File: config.mk
export PLATFORM = sky130hd
export DESIGN_NAME = cordic_arctangent
export DESIGN_NICKNAME = d
export VERILOG_FILES = /design/src/design/catan_pkg.sv /design/src/design/catan_step.sv /design/src/design/cordic_arctangent.sv
export SDC_FILE = /design/constraint.sdc
export NUM_CORES = 2
export LEC_CHECK = 0
export ABC_AREA = 1
export BUFFER_PORTS_ARGS = -buffer_cell sky130_fd_sc_hd__buf_2
export CORE_AREA = 2 2 348 350
export CTS_BUF_LIST = sky130_fd_sc_hd__clkbuf_4 sky130_fd_sc_hd__clkbuf_8
export DETAILED_ROUTE_END_ITERATION = 8
export DIE_AREA = 0 0 350 352
export PLACE_DENSITY = 0.7
export SLEW_MARGIN = 0
export SYNTH_ARGS = -nofsm -noshare
export SYNTH_HDL_FRONTEND = slang
export SYNTH_SLANG_ARGS = --single-unit
export TNS_END_PERCENT = 100
File: constraint.sdc
create_clock -name clk -period 9.52 [get_ports clk]
set_clock_uncertainty 0.15 [all_clocks]
set_input_delay 0 -clock clk [delete_from_list [all_inputs] [get_ports clk]]
set_output_delay 0 -clock clk [all_outputs]
set_load 0.005 [all_outputs]
File: src/design/catan_pkg.sv
// ============================================================================
// catan_pkg
// Shared types, constants and the angle table for the CORDIC arctangent.
// ============================================================================
package catan_pkg;

    localparam int ITERATIONS = 12;
    localparam int DATA_W     = 32;
    localparam int ANGLE_W    = 12;
    localparam int SHIFT_W    = $clog2(ITERATIONS + 1);

    typedef logic [DATA_W-1:0]  data_t;
    typedef logic [ANGLE_W-1:0] angle_t;
    typedef logic [SHIFT_W-1:0] shift_t;

    // Starting x: 1.0 in Q12.
    localparam data_t START_X = data_t'(4096);

    // Vector state carried from one rotation step to the next.
    typedef struct packed {
        data_t  x;
        data_t  y;
        angle_t z;
    } vec_t;

    // Elementary rotation angles, 4096 units per turn.
    function automatic angle_t atan_entry(input int unsigned idx);
        angle_t val;
        case (idx)
            0:       val = angle_t'(511);
            1:       val = angle_t'(302);
            2:       val = angle_t'(159);
            3:       val = angle_t'(81);
            4:       val = angle_t'(41);
            5:       val = angle_t'(20);
            6:       val = angle_t'(10);
            7:       val = angle_t'(5);
            8:       val = angle_t'(3);
            9:       val = angle_t'(1);
            default: val = '0;
        endcase
        return val;
    endfunction

endpackage

File: src/design/catan_step.sv
// ============================================================================
// catan_step
// One vectoring rotation: shift, add or subtract, and angle accumulate.
// ============================================================================
module catan_step
    import catan_pkg::*;
(
    input  vec_t   cur,
    input  shift_t shift,
    input  angle_t rot,
    output vec_t   nxt
);

    logic signed [DATA_W-1:0] x_s;
    logic signed [DATA_W-1:0] y_s;
    data_t                    dx;
    data_t                    dy;

    always_comb
    begin
        x_s = cur.x;
        y_s = cur.y;
        dx  = data_t'(x_s >>> shift);
        dy  = data_t'(y_s >>> shift);
        // Rotate toward the x axis: the sign of y picks the direction.
        if (cur.y[DATA_W-1])
        begin
            nxt.x = cur.x - dy;
            nxt.y = cur.y + dx;
            nxt.z = cur.z - rot;
        end
        else
        begin
            nxt.x = cur.x + dy;
            nxt.y = cur.y - dx;
            nxt.z = cur.z + rot;
        end
    end

endmodule

File: src/design/cordic_arctangent.sv
// ============================================================================
// cordic_arctangent
// Pipelined vectoring CORDIC that turns a Q12 ratio into its arctangent.
// ============================================================================
// Pipeline: an accepted word moves through one stage per rotation step and
// shows on angle_valid from the last stage, where it waits to be taken.
// Throughput: one word per cycle; each stage holds under backpressure, so
// only the stages behind a stalled stage wait while bubbles still fill.
// Reset: rst_n clears every stage's valid bit at once; data registers are
// not reset.
// ============================================================================
module cordic_arctangent
    import catan_pkg::*;
(
    input  logic                       clk,
    input  logic                       rst_n,
    input  logic                       ratio_valid,
    output logic                       ratio_ready,
    input  logic signed [DATA_W-1:0]   ratio,
    output logic                       angle_valid,
    input  logic                       angle_ready,
    output logic signed [ANGLE_W-1:0]  angle
);

    // Each stage i holds the vector after rotation step i. The last stage
    // doubles as the output register, so a waiting result never blocks the
    // earlier stages from taking new words while they have room.
    vec_t vec_reg   [ITERATIONS];
    vec_t vec_next  [ITERATIONS];
    vec_t stage_in  [ITERATIONS];
    logic valid_reg [ITERATIONS];
    logic up_valid  [ITERATIONS];

    // Stage i may load when it is empty or its content moves on this edge.
    logic [ITERATIONS:0] advance;

    assign advance[ITERATIONS] = angle_ready;

    genvar i;
    generate
        for (i = 0; i < ITERATIONS; i++)
        begin : g_stage
            if (i == 0)
            begin : g_first
                // The ratio enters as y over an x of 1.0 with no angle yet.
                assign stage_in[i] = '{x: START_X, y: data_t'(ratio), z: '0};
                assign up_valid[i] = ratio_valid;
            end
            else
            begin : g_rest
                assign stage_in[i] = vec_reg[i-1];
                assign up_valid[i] = valid_reg[i-1];
            end

            assign advance[i] = !valid_reg[i] || advance[i+1];

            catan_step u_step (
                .cur   (stage_in[i]),
                .shift (shift_t'(i)),
                .rot   (atan_entry(i)),
                .nxt   (vec_next[i])
            );

            always_ff @(posedge clk or negedge rst_n)
            begin
                if (!rst_n)
                begin
                    valid_reg[i] <= 1'b0;
                end
                else if (advance[i])
                begin
                    valid_reg[i] <= up_valid[i];
                end
            end

            always_ff @(posedge clk)
            begin
                if (advance[i] && up_valid[i])
                begin
                    vec_reg[i] <= vec_next[i];
                end
            end
        end
    endgenerate

    assign ratio_ready = advance[0];
    assign angle_valid = valid_reg[ITERATIONS-1];
    assign angle       = $signed(vec_reg[ITERATIONS-1].z);

endmodule

==> results.cfg <==
[outcome]
status = finished, final reports clean

[route]
avgRoutedWirePerCell_um = 20.8
drc = 0
vias = 65400
vias_per_cell = 5.80
firstDrtPassIters = 6
drt_iter0_drc = 6660
drt-total-wl_mm = 234
drtAntennaViolNets = 0

[yosys]
ys.flop_type = edfxtp_1
synth_edf_count = 626
yosys-top-cells-count = nand2_1, nor2_1, inv_1
synth.top_cell.area_share_pct = 28.8
synth_most_common_cell = nand2_1
synth_seq_area_share_pct = 29.3
syn_area_um2 = 65200
synth_seq_cells = 638
synthDistinctLibCells = 52
synth_area_leaders = edfxtp_1, nand2_1, ha_1, xor2_1, nor2_1
syn-num-nets = 10000
synth_area_leader_cell = edfxtp_1
ys_warn_count = 0
synthArstFlopShare_pct = 1.88
syn_avg_cell_area_um2 = 6.97
syn_inst = 9357

[global_route]
grt_antenna_before_repair = 2
grt_first_pass_wirelength_mm = 352
overflow = 0
grt_pass1_vias = 61400
grt_max_degree = 76
grt_usage_pct = 37.0

[sta]
fmax_mhz = 246
relSlewSlack_pct = 32.7
rsz0062_at_grt = false
period_minus_slack_ns = 4.07
setup_viol = 0
slew_violations = 0
setup-tns-final_ns = 0
worst-slew-pin-transition_ns = 1.01
hold_viol = 0
period_share_pct = 42.7

[clock_tree]
cts_root_buffer = clkbuf_8
cts.path.max_buffers = 3
htreeDepth = 3
cts_tree = done
clk_pin_slew_ns = 0.07
cts_num_sinks = 638
clock_latency_ns = 0.85
cts_inserted_buffers = 112
cts_resized = 0

[die]
die_h_um = 352
initial_core_util_pct = 54.6
dieArea_um2 = 123000
io-pin-count = 50
placeableCoreArea_um2 = 119000
num_rows = 127
die_x_um = 350

[finish]
largest_reg_flops = 626
area_growth_syn_to_layout_pct = 8.50
fill_cells = 11500
nets = 10200
drive_gt1_share_pct = 3.49

[placement]
dp_hpwl_mm = 192
numPortBuffers = 48
place.gp.congestion = 1.07

[min_path]
worstHoldPathType = primary input to flop

[run]
maxCapViolCount = 0

[setup_path]
start_kind = primary input
endpoint_kind = flop
crit_type = primary input to flop
arrival_ns = 4.63
worstPathRequired_ns = 10.08
path_max_fanout = 7
==> area by class of cell <==
class	instances	area, um2	share of cell area [%]
diodes	1	2.50	0.00354
clock buffers	132	1700	2.40
clock inverters	76	682	0.964
inverters	1098	4120	5.82
multi-input cells	7550	41700	59.0
flip-flops and latches	638	19100	27.0
well taps	1612	2020	2.85
repair buffers	171	1410	2.00
==> layer usage <==
metal  vias up  track usage [%]  wire length, um  share of wire [%]
met3       696             4.84            17200                7.4
li1      31500                -                -                  -
met1     30300             47.9            96300                 41
met4         2             19.3            14300                6.1
met5         -                0               15             0.0064
met2      2959             60.1           106000                 45
==> logic make-up after synthesis <==
| family | synth area share (%) |
|---|---|
| adder cells (fa/ha/maj) | 12.4 |
| flip-flops | 29.3 |
| buffers and inverters | 6.78 |
| other | 0.00575 |
| XOR/XNOR | 9.75 |
| AO/OA/AOI/OAI | 10.8 |
| AND/OR/NAND/NOR | 31.0 |
==> through the flow <==
step	hold WS [ns]	worst slack (ns)	cell area, um2	util (%)	std cells
6_report	0.0834	5.45	70800	59.3	11300
3_5_place_dp	-0.203	5.69	67400	56.5	11000
3_3_place_gp	-0.211	5.70	67400	56.5	11000
4_1_cts	0.00817	5.64	70800	59.3	11300
5_1_grt	0.0683	5.35	70800	59.3	11300
2_1_floorplan	-0.446	4.83	65200	-	9357
==> worst paths after layout <==
kind / to / start / cells after the start / slack, ns
hold / removal: vec_reg[0][73] / ratio[29] / 4 / 0.08
max in group asynchronous: up_valid[0] / rst_n / 3 / 8.46
setup / recovery: vec_reg[0][69] / ratio[21] / 14 / 5.45
hold reg to reg: vec_reg[2][233] / vec_reg[2][157] / 0 / 0.26
setup reg to reg: vec_reg[0][148] / vec_reg[0][43] / 14 / 5.60
min in group asynchronous: up_valid[7] / rst_n / 3 / 0.24
==> cell usage in the layout, fill, tap and decap left out, types with 146 or more instances in the layout <==
| cell type | synthesis | routed |
|---|---|---|
| inv_1 | 1081 | 1077 |
| a21oi_1 | 669 | 668 |
| xnor2_1 | 146 | 146 |
| nand2_1 | 2484 | 2484 |
| nor2_1 | 1261 | 1258 |
| o21ai_0 | 474 | 474 |
| edfxtp_1 | 626 | 626 |
| ha_1 | 614 | 614 |
| nand3_1 | 639 | 639 |
| xor2_1 | 580 | 580 |
==> worst max-delay path, stage by stage <==
cell	delay (ns)
dlygate4sd3_1	0.55
buf_2	0.19
nor2_1	0.09
dlygate4sd3_1	0.59
nand2_1	0.07
dlygate4sd3_1	0.62
nor2_1	0.35
nand2_1	0.17
o21ai_1	0.15
dlygate4sd3_1	0.56
nand3_1	0.05
dlygate4sd3_1	0.58
o21ai_0	0.08
dlygate4sd3_1	0.57
==> what timing repair did <==
item                      CTS  global route
hold endpoints to repair  181             0
setup buffers               0             0
hold buffers              100             0
Power is left out: the tool's default activity adds up to more than one toggle a clock period on the data nets, which glitch-free logic cannot reach.
